==> config.mk <==
export PLATFORM = sky130hd
export DESIGN_NAME = rv32i_instruction_execute_unit_flat
export DESIGN_NICKNAME = d
export VERILOG_FILES = /design/src/rtl/rv32iex_pkg.sv /design/src/rtl/rv32iex_ifs.sv /design/src/rtl/rv32iex_regfile.sv /design/src/rtl/rv32iex_exec.sv /design/src/rtl/rv32i_instruction_execute_unit.sv /design/src/flat_wrapper.sv
export SDC_FILE = /design/constraint.sdc
export NUM_CORES = 2
export LEC_CHECK = 0
export BUFFER_PORTS_ARGS = -buffer_cell sky130_fd_sc_hd__buf_2
export CORE_ASPECT_RATIO = 1.5
export CORE_MARGIN = 2
export CORE_UTILIZATION = 50
export DETAILED_ROUTE_END_ITERATION = 6
export HOLD_SLACK_MARGIN = 0.02
export PLACE_DENSITY = 0.71
export SLEW_MARGIN = 10
export SYNTH_ARGS = -nofsm -noshare
export SYNTH_HDL_FRONTEND = slang
export SYNTH_SLANG_ARGS = --single-unit
==> constraint.sdc <==
create_clock -name clk -period 6.6 [get_ports clk]
set_clock_uncertainty 0.05 [all_clocks]
set_input_delay 0.66 -clock clk [delete_from_list [all_inputs] [get_ports clk]]
set_output_delay 0.66 -clock clk [all_outputs]
set_load 0.03 [all_outputs]
==> src/rtl/rv32iex_pkg.sv <==
// ----------------------------------------------------------------------------
// rv32iex_pkg
// types, codes and constants of the rv32i execute unit
// ----------------------------------------------------------------------------
package rv32iex_pkg;

  localparam int XLEN      = 32;
  localparam int REG_COUNT = 32;
  localparam int REG_IDX_W = $clog2(REG_COUNT);
  localparam int CFG_AW    = 3;

  localparam logic [XLEN-1:0] RESET_PC_DEFAULT = 32'h0001_0000;

  // result status codes
  localparam logic [2:0] ST_DONE    = 3'd0;
  localparam logic [2:0] ST_LOAD    = 3'd1;
  localparam logic [2:0] ST_SYS     = 3'd2;
  localparam logic [2:0] ST_ILLEGAL = 3'd3;
  localparam logic [2:0] ST_IGNORED = 3'd4;

  // memory request codes
  localparam logic [1:0] MEM_NONE  = 2'd0;
  localparam logic [1:0] MEM_READ  = 2'd1;
  localparam logic [1:0] MEM_WRITE = 2'd2;

  localparam logic [1:0] SZ_BYTE = 2'd0;
  localparam logic [1:0] SZ_HALF = 2'd1;
  localparam logic [1:0] SZ_WORD = 2'd2;

  // major opcodes
  localparam logic [6:0] OPC_MASK   = 7'h7F;
  localparam logic [6:0] OPC_OP     = 7'h33;
  localparam logic [6:0] OPC_OPIMM  = 7'h13;
  localparam logic [6:0] OPC_LOAD   = 7'h03;
  localparam logic [6:0] OPC_JALR   = 7'h67;
  localparam logic [6:0] OPC_STORE  = 7'h23;
  localparam logic [6:0] OPC_BRANCH = 7'h63;
  localparam logic [6:0] OPC_LUI    = 7'h37;
  localparam logic [6:0] OPC_AUIPC  = 7'h17;
  localparam logic [6:0] OPC_JAL    = 7'h6F;
  localparam logic [6:0] OPC_SYSTEM = 7'h73;

  localparam logic [6:0] F7_BASE = 7'h00;
  localparam logic [6:0] F7_ALT  = 7'h20;

  // funct3 codes
  localparam logic [2:0] F3_ADD  = 3'd0;
  localparam logic [2:0] F3_SLL  = 3'd1;
  localparam logic [2:0] F3_SLT  = 3'd2;
  localparam logic [2:0] F3_SLTU = 3'd3;
  localparam logic [2:0] F3_XOR  = 3'd4;
  localparam logic [2:0] F3_SR   = 3'd5;
  localparam logic [2:0] F3_OR   = 3'd6;
  localparam logic [2:0] F3_AND  = 3'd7;

  localparam logic [2:0] F3_BEQ  = 3'd0;
  localparam logic [2:0] F3_BNE  = 3'd1;
  localparam logic [2:0] F3_BLT  = 3'd4;
  localparam logic [2:0] F3_BGE  = 3'd5;
  localparam logic [2:0] F3_BLTU = 3'd6;
  localparam logic [2:0] F3_BGEU = 3'd7;

  localparam logic [2:0] F3_LB  = 3'd0;
  localparam logic [2:0] F3_LH  = 3'd1;
  localparam logic [2:0] F3_LW  = 3'd2;
  localparam logic [2:0] F3_LBU = 3'd4;
  localparam logic [2:0] F3_LHU = 3'd5;

  localparam logic [2:0] F3_PRIV = 3'd0;

  localparam logic CFG_SEL_RESET_PC = 1'b0;

  typedef struct packed {
    logic            en;
    logic [4:0]      idx;
    logic [XLEN-1:0] data;
  } rf_wr_t;

  typedef struct packed {
    logic [2:0]      status;
    logic [XLEN-1:0] npc;
    logic [1:0]      mem_op;
    logic [1:0]      mem_size;
    logic [XLEN-1:0] mem_address;
    logic [XLEN-1:0] mem_write_data;
  } exe_res_t;

  typedef struct packed {
    logic       halt_set;
    logic       pend_set;
    logic       pend_clr;
    logic [4:0] pend_dest;
    logic [2:0] pend_type;
  } exe_upd_t;

endpackage

==> src/rtl/rv32iex_ifs.sv <==
// ----------------------------------------------------------------------------
// rv32iex channel interfaces
// valid/ready channels for instruction words and result words
// ----------------------------------------------------------------------------
interface rv32iex_in_if;
  logic                          valid;
  logic                          ready;
  logic                          kind;
  logic [rv32iex_pkg::XLEN-1:0]  instruction;
  logic [rv32iex_pkg::XLEN-1:0]  load_data;

  modport source (output valid, kind, instruction, load_data, input ready);
  modport sink   (input valid, kind, instruction, load_data, output ready);
endinterface

interface rv32iex_out_if;
  logic                          valid;
  logic                          ready;
  logic [2:0]                    status;
  logic [rv32iex_pkg::XLEN-1:0]  next_pc;
  logic [1:0]                    mem_op;
  logic [1:0]                    mem_size;
  logic [rv32iex_pkg::XLEN-1:0]  mem_address;
  logic [rv32iex_pkg::XLEN-1:0]  mem_write_data;

  modport source (output valid, status, next_pc, mem_op, mem_size, mem_address,
                  mem_write_data, input ready);
  modport sink   (input valid, status, next_pc, mem_op, mem_size, mem_address,
                  mem_write_data, output ready);
endinterface

==> src/rtl/rv32iex_regfile.sv <==
// ----------------------------------------------------------------------------
// rv32iex_regfile
// integer register file, two registered read ports, one write port with
// bypass, per-entry valid bits so reset reads as zero
// ----------------------------------------------------------------------------
module rv32iex_regfile (
  input  logic                         clk,
  input  logic                         rst_n,
  input  logic                         rd_en,
  input  logic [4:0]                   rs1_idx,
  input  logic [4:0]                   rs2_idx,
  input  rv32iex_pkg::rf_wr_t          wr,
  output logic [rv32iex_pkg::XLEN-1:0] rs1_data_r,
  output logic [rv32iex_pkg::XLEN-1:0] rs2_data_r
);
  import rv32iex_pkg::*;

  localparam logic [5:0] REG_LIMIT = 6'(REG_COUNT);

  logic [XLEN-1:0]      mem [REG_COUNT];
  logic [REG_COUNT-1:0] vld_r;
  logic                 wr_ok;
  logic [REG_IDX_W-1:0] wr_a;
  logic [REG_IDX_W-1:0] rs1_a;
  logic [REG_IDX_W-1:0] rs2_a;
  logic                 rs1_hit;
  logic                 rs2_hit;
  logic                 rs1_byp;
  logic                 rs2_byp;

  always_comb begin
    wr_ok   = wr.en && (wr.idx != 5'd0) && ({1'b0, wr.idx} < REG_LIMIT);
    wr_a    = wr.idx[REG_IDX_W-1:0];
    rs1_a   = rs1_idx[REG_IDX_W-1:0];
    rs2_a   = rs2_idx[REG_IDX_W-1:0];
    rs1_hit = (rs1_idx != 5'd0) && ({1'b0, rs1_idx} < REG_LIMIT) && vld_r[rs1_a];
    rs2_hit = (rs2_idx != 5'd0) && ({1'b0, rs2_idx} < REG_LIMIT) && vld_r[rs2_a];
    rs1_byp = wr_ok && (wr.idx == rs1_idx);
    rs2_byp = wr_ok && (wr.idx == rs2_idx);
  end

  always_ff @(posedge clk) begin
    if (!rst_n) begin
      vld_r <= '0;
    end else if (wr_ok) begin
      vld_r[wr_a] <= 1'b1;
    end
  end

  always_ff @(posedge clk) begin
    if (wr_ok) begin
      mem[wr_a] <= wr.data;
    end
    if (rd_en) begin
      if (rs1_byp) begin
        rs1_data_r <= wr.data;
      end else if (rs1_hit) begin
        rs1_data_r <= mem[rs1_a];
      end else begin
        rs1_data_r <= '0;
      end
      if (rs2_byp) begin
        rs2_data_r <= wr.data;
      end else if (rs2_hit) begin
        rs2_data_r <= mem[rs2_a];
      end else begin
        rs2_data_r <= '0;
      end
    end
  end

endmodule

==> src/rtl/rv32iex_exec.sv <==
// ----------------------------------------------------------------------------
// rv32iex_exec
// decode and execute of one word: alu, branch compare, address generation,
// load completion, result and state update
// ----------------------------------------------------------------------------
module rv32iex_exec (
  input  logic                         kind,
  input  logic [rv32iex_pkg::XLEN-1:0] insn,
  input  logic [rv32iex_pkg::XLEN-1:0] load_data,
  input  logic [rv32iex_pkg::XLEN-1:0] rs1,
  input  logic [rv32iex_pkg::XLEN-1:0] rs2,
  input  logic [rv32iex_pkg::XLEN-1:0] pc,
  input  logic                         halted,
  input  logic                         pend,
  input  logic [4:0]                   pend_dest,
  input  logic [2:0]                   pend_type,
  output rv32iex_pkg::exe_res_t        res,
  output rv32iex_pkg::exe_upd_t        upd,
  output rv32iex_pkg::rf_wr_t          wr
);
  import rv32iex_pkg::*;

  logic [6:0]      opc;
  logic [4:0]      rd;
  logic [2:0]      f3;
  logic [6:0]      f7;
  logic [XLEN-1:0] imm_i;
  logic [XLEN-1:0] imm_s;
  logic [XLEN-1:0] imm_b;
  logic [XLEN-1:0] imm_j;
  logic [XLEN-1:0] imm_u;
  logic [XLEN-1:0] pc4;
  logic [XLEN-1:0] opb;
  logic            alt;
  logic [4:0]      sh;
  logic [XLEN-1:0] alu_y;
  logic [XLEN-1:0] agen;
  logic            eq;
  logic            lt_s;
  logic            lt_u;
  logic            take;
  logic            ok;
  logic [XLEN-1:0] ld_ext;

  always_comb begin
    opc   = insn[6:0] & OPC_MASK;
    rd    = insn[11:7];
    f3    = insn[14:12];
    f7    = insn[31:25];
    imm_i = {{20{insn[31]}}, insn[31:20]};
    imm_s = {{20{insn[31]}}, insn[31:25], insn[11:7]};
    imm_b = {{19{insn[31]}}, insn[31], insn[7], insn[30:25], insn[11:8], 1'b0};
    imm_j = {{11{insn[31]}}, insn[31], insn[19:12], insn[20], insn[30:21], 1'b0};
    imm_u = {insn[31:12], 12'b0};
    pc4   = pc + 32'd4;
    opb   = (opc == OPC_OP) ? rs2 : imm_i;
    alt   = ((opc == OPC_OP) && (f7 == F7_ALT)) ||
            ((opc == OPC_OPIMM) && (f3 == F3_SR) && (f7 == F7_ALT));
    sh    = opb[4:0];
    eq    = (rs1 == rs2);
    lt_s  = ($signed(rs1) < $signed(rs2));
    lt_u  = (rs1 < rs2);
    agen  = rs1 + ((opc == OPC_STORE) ? imm_s : imm_i);
  end

  always_comb begin
    case (f3)
      F3_ADD:  alu_y = alt ? (rs1 - opb) : (rs1 + opb);
      F3_SLL:  alu_y = rs1 << sh;
      F3_SLT:  alu_y = {31'b0, $signed(rs1) < $signed(opb)};
      F3_SLTU: alu_y = {31'b0, rs1 < opb};
      F3_XOR:  alu_y = rs1 ^ opb;
      F3_SR:   alu_y = alt ? $unsigned($signed(rs1) >>> sh) : (rs1 >> sh);
      F3_OR:   alu_y = rs1 | opb;
      default: alu_y = rs1 & opb;
    endcase
  end

  always_comb begin
    case (pend_type)
      F3_LB:   ld_ext = {{24{load_data[7]}}, load_data[7:0]};
      F3_LH:   ld_ext = {{16{load_data[15]}}, load_data[15:0]};
      F3_LBU:  ld_ext = {24'b0, load_data[7:0]};
      F3_LHU:  ld_ext = {16'b0, load_data[15:0]};
      default: ld_ext = load_data;
    endcase
  end

  always_comb begin
    case (f3)
      F3_BEQ:  take = eq;
      F3_BNE:  take = !eq;
      F3_BLT:  take = lt_s;
      F3_BGE:  take = !lt_s;
      F3_BLTU: take = lt_u;
      F3_BGEU: take = !lt_u;
      default: take = 1'b0;
    endcase
  end

  always_comb begin
    res     = '0;
    upd     = '0;
    wr      = '0;
    wr.idx  = rd;
    ok      = 1'b1;
    res.npc = pc;
    if (halted || (kind != pend)) begin
      res.status = ST_IGNORED;
    end else if (kind) begin
      res.status    = ST_DONE;
      wr.en         = 1'b1;
      wr.idx        = pend_dest;
      wr.data       = ld_ext;
      upd.pend_clr  = 1'b1;
    end else begin
      res.status = ST_DONE;
      res.npc    = pc4;
      unique case (opc)
        OPC_OP: begin
          ok      = (f7 == F7_BASE) || ((f7 == F7_ALT) && ((f3 == F3_ADD) || (f3 == F3_SR)));
          wr.en   = ok;
          wr.data = alu_y;
        end
        OPC_OPIMM: begin
          if (f3 == F3_SLL) begin
            ok = (f7 == F7_BASE);
          end else if (f3 == F3_SR) begin
            ok = (f7 == F7_BASE) || (f7 == F7_ALT);
          end
          wr.en   = ok;
          wr.data = alu_y;
        end
        OPC_LOAD: begin
          ok = (f3 == F3_LB) || (f3 == F3_LH) || (f3 == F3_LW) ||
               (f3 == F3_LBU) || (f3 == F3_LHU);
          upd.pend_set    = ok;
          upd.pend_dest   = rd;
          upd.pend_type   = f3;
          res.status      = ST_LOAD;
          res.mem_op      = MEM_READ;
          res.mem_size    = f3[1:0];
          res.mem_address = agen;
        end
        OPC_STORE: begin
          ok              = (f3 == F3_LB) || (f3 == F3_LH) || (f3 == F3_LW);
          res.mem_op      = MEM_WRITE;
          res.mem_size    = f3[1:0];
          res.mem_address = agen;
          case (f3[1:0])
            SZ_BYTE: res.mem_write_data = {24'b0, rs2[7:0]};
            SZ_HALF: res.mem_write_data = {16'b0, rs2[15:0]};
            default: res.mem_write_data = rs2;
          endcase
        end
        OPC_BRANCH: begin
          ok = (f3 != F3_SLT) && (f3 != F3_SLTU);
          if (take) begin
            res.npc = pc + imm_b;
          end
        end
        OPC_JALR: begin
          ok      = (f3 == F3_ADD);
          wr.en   = ok;
          wr.data = pc4;
          res.npc = {agen[XLEN-1:1], 1'b0};
        end
        OPC_LUI: begin
          wr.en   = 1'b1;
          wr.data = imm_u;
        end
        OPC_AUIPC: begin
          wr.en   = 1'b1;
          wr.data = pc + imm_u;
        end
        OPC_JAL: begin
          wr.en   = 1'b1;
          wr.data = pc4;
          res.npc = pc + imm_j;
        end
        OPC_SYSTEM: begin
          if (f3 == F3_PRIV) begin
            upd.halt_set = 1'b1;
            res.status   = ST_SYS;
          end
        end
        default: begin
          ok = 1'b0;
        end
      endcase
      if (!ok) begin
        res          = '0;
        res.status   = ST_ILLEGAL;
        res.npc      = pc;
        upd          = '0;
        upd.halt_set = 1'b1;
        wr.en        = 1'b0;
      end
    end
  end

endmodule

==> src/rtl/rv32i_instruction_execute_unit.sv <==
// ----------------------------------------------------------------------------
// rv32i_instruction_execute_unit
// rv32i execute unit: register file, pc, halt and pending-load state; one
// result word per accepted input word
// ----------------------------------------------------------------------------
//  channel  dir  handshake            word
//  in_if    in   valid/ready          kind, instruction, load_data
//  out_if   out  valid/ready          status, next_pc, mem_op/size/address/data
//  apb      in   psel/penable/pready  reset_pc at byte address 0
//
//  one word per cycle while out_if is not stalled; input and result are registered
//  operands are read from the register file on input accept, the word
//  executes from the input register when the result register is free or drained
//  a stalled result holds; one more input word is still taken meanwhile
//  rst_n is synchronous; the register file reads zero after reset
// ----------------------------------------------------------------------------
module rv32i_instruction_execute_unit (
  input  logic                            clk,
  input  logic                            rst_n,
  rv32iex_in_if.sink                      in_if,
  rv32iex_out_if.source                   out_if,
  input  logic                            psel,
  input  logic                            penable,
  input  logic                            pwrite,
  input  logic [rv32iex_pkg::CFG_AW-1:0]  paddr,
  input  logic [31:0]                     pwdata,
  output logic [31:0]                     prdata,
  output logic                            pready
);
  import rv32iex_pkg::*;

  logic            in_valid_r;
  logic            kind_r;
  logic [XLEN-1:0] insn_r;
  logic [XLEN-1:0] ld_data_r;
  logic            out_valid_r;
  exe_res_t        res_r;
  logic [XLEN-1:0] pc_r;
  logic            halted_r;
  logic            pend_r;
  logic [4:0]      pend_dest_r;
  logic [2:0]      pend_type_r;
  logic [XLEN-1:0] reset_pc_r;
  logic            in_go;
  logic            ex_go;
  logic            cfg_wr;
  logic [XLEN-1:0] rs1_data_r;
  logic [XLEN-1:0] rs2_data_r;
  exe_res_t        res;
  exe_upd_t        upd;
  rf_wr_t          rf_wr;
  rf_wr_t          rf_wr_g;

  assign ex_go        = in_valid_r && (!out_valid_r || out_if.ready);
  assign in_if.ready  = !in_valid_r || ex_go;
  assign in_go        = in_if.valid && in_if.ready;
  assign cfg_wr       = psel && penable && pwrite && pready;
  assign pready       = 1'b1;
  assign prdata       = (paddr[2] == CFG_SEL_RESET_PC) ? reset_pc_r : '0;

  assign out_if.valid          = out_valid_r;
  assign out_if.status         = res_r.status;
  assign out_if.next_pc        = res_r.npc;
  assign out_if.mem_op         = res_r.mem_op;
  assign out_if.mem_size       = res_r.mem_size;
  assign out_if.mem_address    = res_r.mem_address;
  assign out_if.mem_write_data = res_r.mem_write_data;

  always_comb begin
    rf_wr_g    = rf_wr;
    rf_wr_g.en = rf_wr.en && ex_go;
  end

  rv32iex_regfile u_regfile (
    .clk        (clk),
    .rst_n      (rst_n),
    .rd_en      (in_go),
    .rs1_idx    (in_if.instruction[19:15]),
    .rs2_idx    (in_if.instruction[24:20]),
    .wr         (rf_wr_g),
    .rs1_data_r (rs1_data_r),
    .rs2_data_r (rs2_data_r)
  );

  rv32iex_exec u_exec (
    .kind      (kind_r),
    .insn      (insn_r),
    .load_data (ld_data_r),
    .rs1       (rs1_data_r),
    .rs2       (rs2_data_r),
    .pc        (pc_r),
    .halted    (halted_r),
    .pend      (pend_r),
    .pend_dest (pend_dest_r),
    .pend_type (pend_type_r),
    .res       (res),
    .upd       (upd),
    .wr        (rf_wr)
  );

  always_ff @(posedge clk) begin
    if (!rst_n) begin
      in_valid_r  <= 1'b0;
      out_valid_r <= 1'b0;
      pc_r        <= RESET_PC_DEFAULT;
      halted_r    <= 1'b0;
      pend_r      <= 1'b0;
      pend_dest_r <= '0;
      pend_type_r <= '0;
      reset_pc_r  <= RESET_PC_DEFAULT;
    end else begin
      if (in_go) begin
        in_valid_r <= 1'b1;
      end else if (ex_go) begin
        in_valid_r <= 1'b0;
      end
      if (ex_go) begin
        out_valid_r <= 1'b1;
      end else if (out_if.ready) begin
        out_valid_r <= 1'b0;
      end
      if (ex_go) begin
        pc_r <= res.npc;
        if (upd.halt_set) begin
          halted_r <= 1'b1;
        end
        if (upd.pend_set) begin
          pend_r      <= 1'b1;
          pend_dest_r <= upd.pend_dest;
          pend_type_r <= upd.pend_type;
        end else if (upd.pend_clr) begin
          pend_r <= 1'b0;
        end
      end
      if (cfg_wr && (paddr[2] == CFG_SEL_RESET_PC)) begin
        reset_pc_r <= pwdata;
      end
    end
  end

  always_ff @(posedge clk) begin
    if (in_go) begin
      kind_r    <= in_if.kind;
      insn_r    <= in_if.instruction;
      ld_data_r <= in_if.load_data;
    end
    if (ex_go) begin
      res_r <= res;
    end
  end

endmodule

==> src/flat_wrapper.sv <==
// flat-port wrapper written by rule: the top's interface ports become plain ports
module rv32i_instruction_execute_unit_flat import rv32iex_pkg::*;
  (clk, rst_n, psel, penable, pwrite, paddr, pwdata, prdata, pready, in_if_valid, in_if_kind, in_if_instruction, in_if_load_data, in_if_ready, out_if_valid, out_if_status, out_if_next_pc, out_if_mem_op, out_if_mem_size, out_if_mem_address, out_if_mem_write_data, out_if_ready);
  rv32iex_in_if in_if_i ();
  rv32iex_out_if out_if_i ();
  input  logic clk;
  input  logic rst_n;
  input  logic psel;
  input  logic penable;
  input  logic pwrite;
  input  logic [rv32iex_pkg::CFG_AW-1:0] paddr;
  input  logic [31:0] pwdata;
  output logic [31:0] prdata;
  output logic pready;
  input wire logic [$bits(in_if_i.valid)-1:0] in_if_valid;
  input wire logic [$bits(in_if_i.kind)-1:0] in_if_kind;
  input wire logic [$bits(in_if_i.instruction)-1:0] in_if_instruction;
  input wire logic [$bits(in_if_i.load_data)-1:0] in_if_load_data;
  output wire logic [$bits(in_if_i.ready)-1:0] in_if_ready;
  output wire logic [$bits(out_if_i.valid)-1:0] out_if_valid;
  output wire logic [$bits(out_if_i.status)-1:0] out_if_status;
  output wire logic [$bits(out_if_i.next_pc)-1:0] out_if_next_pc;
  output wire logic [$bits(out_if_i.mem_op)-1:0] out_if_mem_op;
  output wire logic [$bits(out_if_i.mem_size)-1:0] out_if_mem_size;
  output wire logic [$bits(out_if_i.mem_address)-1:0] out_if_mem_address;
  output wire logic [$bits(out_if_i.mem_write_data)-1:0] out_if_mem_write_data;
  input wire logic [$bits(out_if_i.ready)-1:0] out_if_ready;
  assign in_if_i.valid = in_if_valid;
  assign in_if_i.kind = in_if_kind;
  assign in_if_i.instruction = in_if_instruction;
  assign in_if_i.load_data = in_if_load_data;
  assign in_if_ready = in_if_i.ready;
  assign out_if_valid = out_if_i.valid;
  assign out_if_status = out_if_i.status;
  assign out_if_next_pc = out_if_i.next_pc;
  assign out_if_mem_op = out_if_i.mem_op;
  assign out_if_mem_size = out_if_i.mem_size;
  assign out_if_mem_address = out_if_i.mem_address;
  assign out_if_mem_write_data = out_if_i.mem_write_data;
  assign out_if_i.ready = out_if_ready;
  rv32i_instruction_execute_unit u_core (.clk(clk), .rst_n(rst_n), .in_if(in_if_i), .out_if(out_if_i), .psel(psel), .penable(penable), .pwrite(pwrite), .paddr(paddr), .pwdata(pwdata), .prdata(prdata), .pready(pready));
endmodule
==> impl_metrics.ini <==
[worst_setup_path]
critPathMaxFanout = 32
critPathRequiredTime_ps = 7050
crit_chain = and4bb_1, nand2_1, buf_4, nor2_1, a21o_1, inv_1, ha_1, and4_1, o211ai_1, a2111oi_0, o21ai_0, a31oi_1, and3_1, o22ai_1, xor2_1, o2111a_1, nor2_4
crit_slowest_cell = a2111oi_0
critPathMaxStageDelay_ps = 1040
worst-setup-path-type = register to register
crit_path_end_kind = register
cp.arrival_ps = 6680
critPathLaunchType = register

[timing]
fmax_mhz = 160.7
drv_slew = 0
setup_viol = 0
fin_crit_sh = 0.9431
rsz0062_at_grt = false
hold_violations = 0
fin_setup_tns_ps = 0
tightest_slew_ps = 1344
slew_headroom = 0.1033
fin_crit_ps = 6225

[cts]
insertion_delay_ps = 820
clkSinkCount = 1363
cts_max_level = 4
numCtsBuffers = 130
cts_buffer_depth = 3
path_clk_slew_ps = 80
clockRootBuffer = clkbuf_16
cts_tree = done

[yosys]
synth_top_area_frac = 0.4865
synth-seq-area-share = 0.5141
avgSynthCellArea_um2 = 13.57
netlist_area_um2 = 77530
yosys_warnings = 0
synth_area_leaders = edfxtp_1, mux4_2, ha_1
synth_top_family_by_area = multiplexers
synth_ff_type = edfxtp_1
synth_edf_count = 1256
synthAdderAreaFrac = 0.03518
netlist.top_cell.by_area = edfxtp_1
async_reset_ff_frac = 0
synth_seq_cells = 1363
syn_inst = 5715
synth_xor_area_frac = 0.01808
muxShareOfSynthArea = 0.2233
yosys.area_share.simple = 0.07355
synth_compound_area_frac = 0.1057
ys_types = 108

[routing]
drc_errors = 8
dr.pass1.iters = 7
vias_per_cell = 7.150
wl_um = 319600
antenna_left = 0
avgRoutedWirePerCell_um = 38.80
num_vias = 58900
drt_iter0_drc = 7845

[status]
violations = design-rule violations
status = finished with violations

[floorplan]
die-area_um2 = 158300
start_util = 0.5015
ioPinCount = 245
die_h_um = 486.3
die_x_um = 325.5
std_cell_rows = 177
core-area_um2 = 154600

[global_routing]
grt_antenna_before_repair = 28
groute.usage.overall = 0.4030
grt_pass1_vias = 58300
grt_max_degree = 145
grt.overflow.total = 0
grt_pass1_wl_um = 445300

[cells_and_area]
drive_above_1_share = 0.2596
num-fill-cells = 12040
stdcell_count = 8237
area_delta_synth_final_pct = 13.45
nets = 6385

[power_and_ir_drop]
p_leak_nw = 30.54
power.density_nw_per_um2 = 222.4
irDropWorstVdd_uv = 213.0

[job]
cap_viol_max_count = 0

[placement]
dpl.hpwl_um = 216100
port_buffers = 241
gp_congestion = 1.193
dpl.cell_count = 7930

[hold_path]
min_path_type = primary input to register
## cell families (layout without fill, tap and decap cells)
logic type,Yosys count,after routing
AO/OA/AOI/OAI,1272,1272
other,2,48
buffers and inverters,586,1004
AND/OR/NAND/NOR,1239,1239
multiplexers,878,878
XOR/XNOR,160,160
adder cells (fa/ha/maj),215,215
flip-flops,1363,1363
## metrics by stage
stage / hold slack [ps] / instance area (um^2) / setup WS [ps] / util / total power, mW
5_1_grt: 26.22 / 87920 / 40.93 / 0.5688 / 19.97
4_1_cts: 20.23 / 87820 / 200.8 / 0.5681 / 19.53
6_report: 40.68 / 87950 / 375.4 / 0.5690 / 19.56
2_1_floorplan: 370.8 / 77640 / 1020 / - / 10.94
3_5_place_dp: 391.7 / 82870 / 245.3 / 0.5361 / 11.77
3_3_place_gp: 387.6 / 82870 / 376.7 / 0.5361 / 11.78
## flip-flops by register name, indices dropped and copies added (netlist names), 5 cells and up
signal                        cells
u_core.u_regfile.mem           1024
u_core.insn_r                    32
u_core.ld_data_r                 32
u_core.out_if.mem_address        32
u_core.out_if.mem_write_data     32
u_core.out_if.next_pc            32
u_core.pc_r                      32
u_core.reset_pc_r                32
u_core.u_regfile.rs1_data_r      32
u_core.u_regfile.rs2_data_r      32
u_core.u_regfile.vld_r           31
u_core.pend_dest_r                5
## synthesized netlist by cell type, drive strengths merged, types with 59 or more instances
cell / number
o211ai: 59
ha: 210
xnor2: 107
dfxtp: 107
o21ai: 290
a21o: 78
nand3: 97
edfxtp: 1256
inv: 180
a21oi: 384
nand2: 394
nor2: 403
buf: 140
a211oi: 60
clkbuf: 265
mux2i: 141
mux4: 675
mux2: 62
## cell usage in the layout (no fill, tap or decap), types with 55 or more instances in the layout
cell type	count
a211oi_1	59
a21o_1	78
a21oi_1	378
buf_2	233
buf_4	253
clkbuf_16	133
dfxtp_1	107
dlygate4sd3_1	55
edfxtp_1	1256
ha_1	210
inv_1	174
mux2_2	62
mux2i_1	138
mux4_2	675
nand2_1	393
nand3_1	94
nor2_1	360
o211ai_1	58
o21ai_0	276
xnor2_1	107
## worst paths after layout
path,startpoint,to,slack [ps],depth (start not counted)
worst max-delay path,u_core.insn_r[2]$_DFFE_PP_,u_core.u_regfile.mem[4][30]$_DFFE_PP_,380,17
worst min-delay path,pwdata[7],u_core.reset_pc_r[7]$_SDFFE_PN0P_,40,3
worst max register to register,u_core.insn_r[2]$_DFFE_PP_,u_core.u_regfile.mem[4][30]$_DFFE_PP_,380,17
worst min register to register,u_core.reset_pc_r[31]$_SDFFE_PN0P_,u_core.reset_pc_r[31]$_SDFFE_PN0P_,400,2
## worst max-delay path, delay by kind of cell (launching register included)
| family | cells | cell delay, ps |
|---|---|---|
| AOI/OAI and AO/OA | 7 | 2600 |
| and+or+nand+nor | 6 | 1900 |
| DFF | 1 | 410 |
| adders and majority gates | 1 | 400 |
| buffers and inverters | 2 | 360 |
| xor gates and xnor gates | 1 | 160 |
## metal layers
metal	share of wire	GRT usage
met5	0.00073	0
met4	0.11	0.3655
met3	0.10	0.1091
met2	0.47	0.6416
met1	0.32	0.4415
## timing repair
item | 4_1_cts | 5_1_grt
buffers inserted | 0 | 0
endpoints found under the hold margin | 55 | 0
hold buffers | 55 | 0
resized for setup | 0 | 1
endpoints found under the setup margin | 0 | 32
## final cells by class
class | count | area [um^2] | area share
diodes | 15 | 37.54 | 0.0004268
clock buffers | 153 | 3413 | 0.03881
clock inverters | 80 | 983.4 | 0.01118
inverters | 181 | 684.4 | 0.007781
multi-input cells | 3797 | 35850 | 0.4076
flip-flops and latches | 1363 | 39860 | 0.4532
well taps | 2058 | 2575 | 0.02928
repair buffers | 590 | 4553 | 0.05177
## report_power, final
part,switching (mW),internal (mW),total [mW]
clock,3.52,4.33,7.85
sequential,0.106,9.41,9.51
combinational,1.47,0.730,2.20
Note: power is estimated with default switching activity, not from simulation.
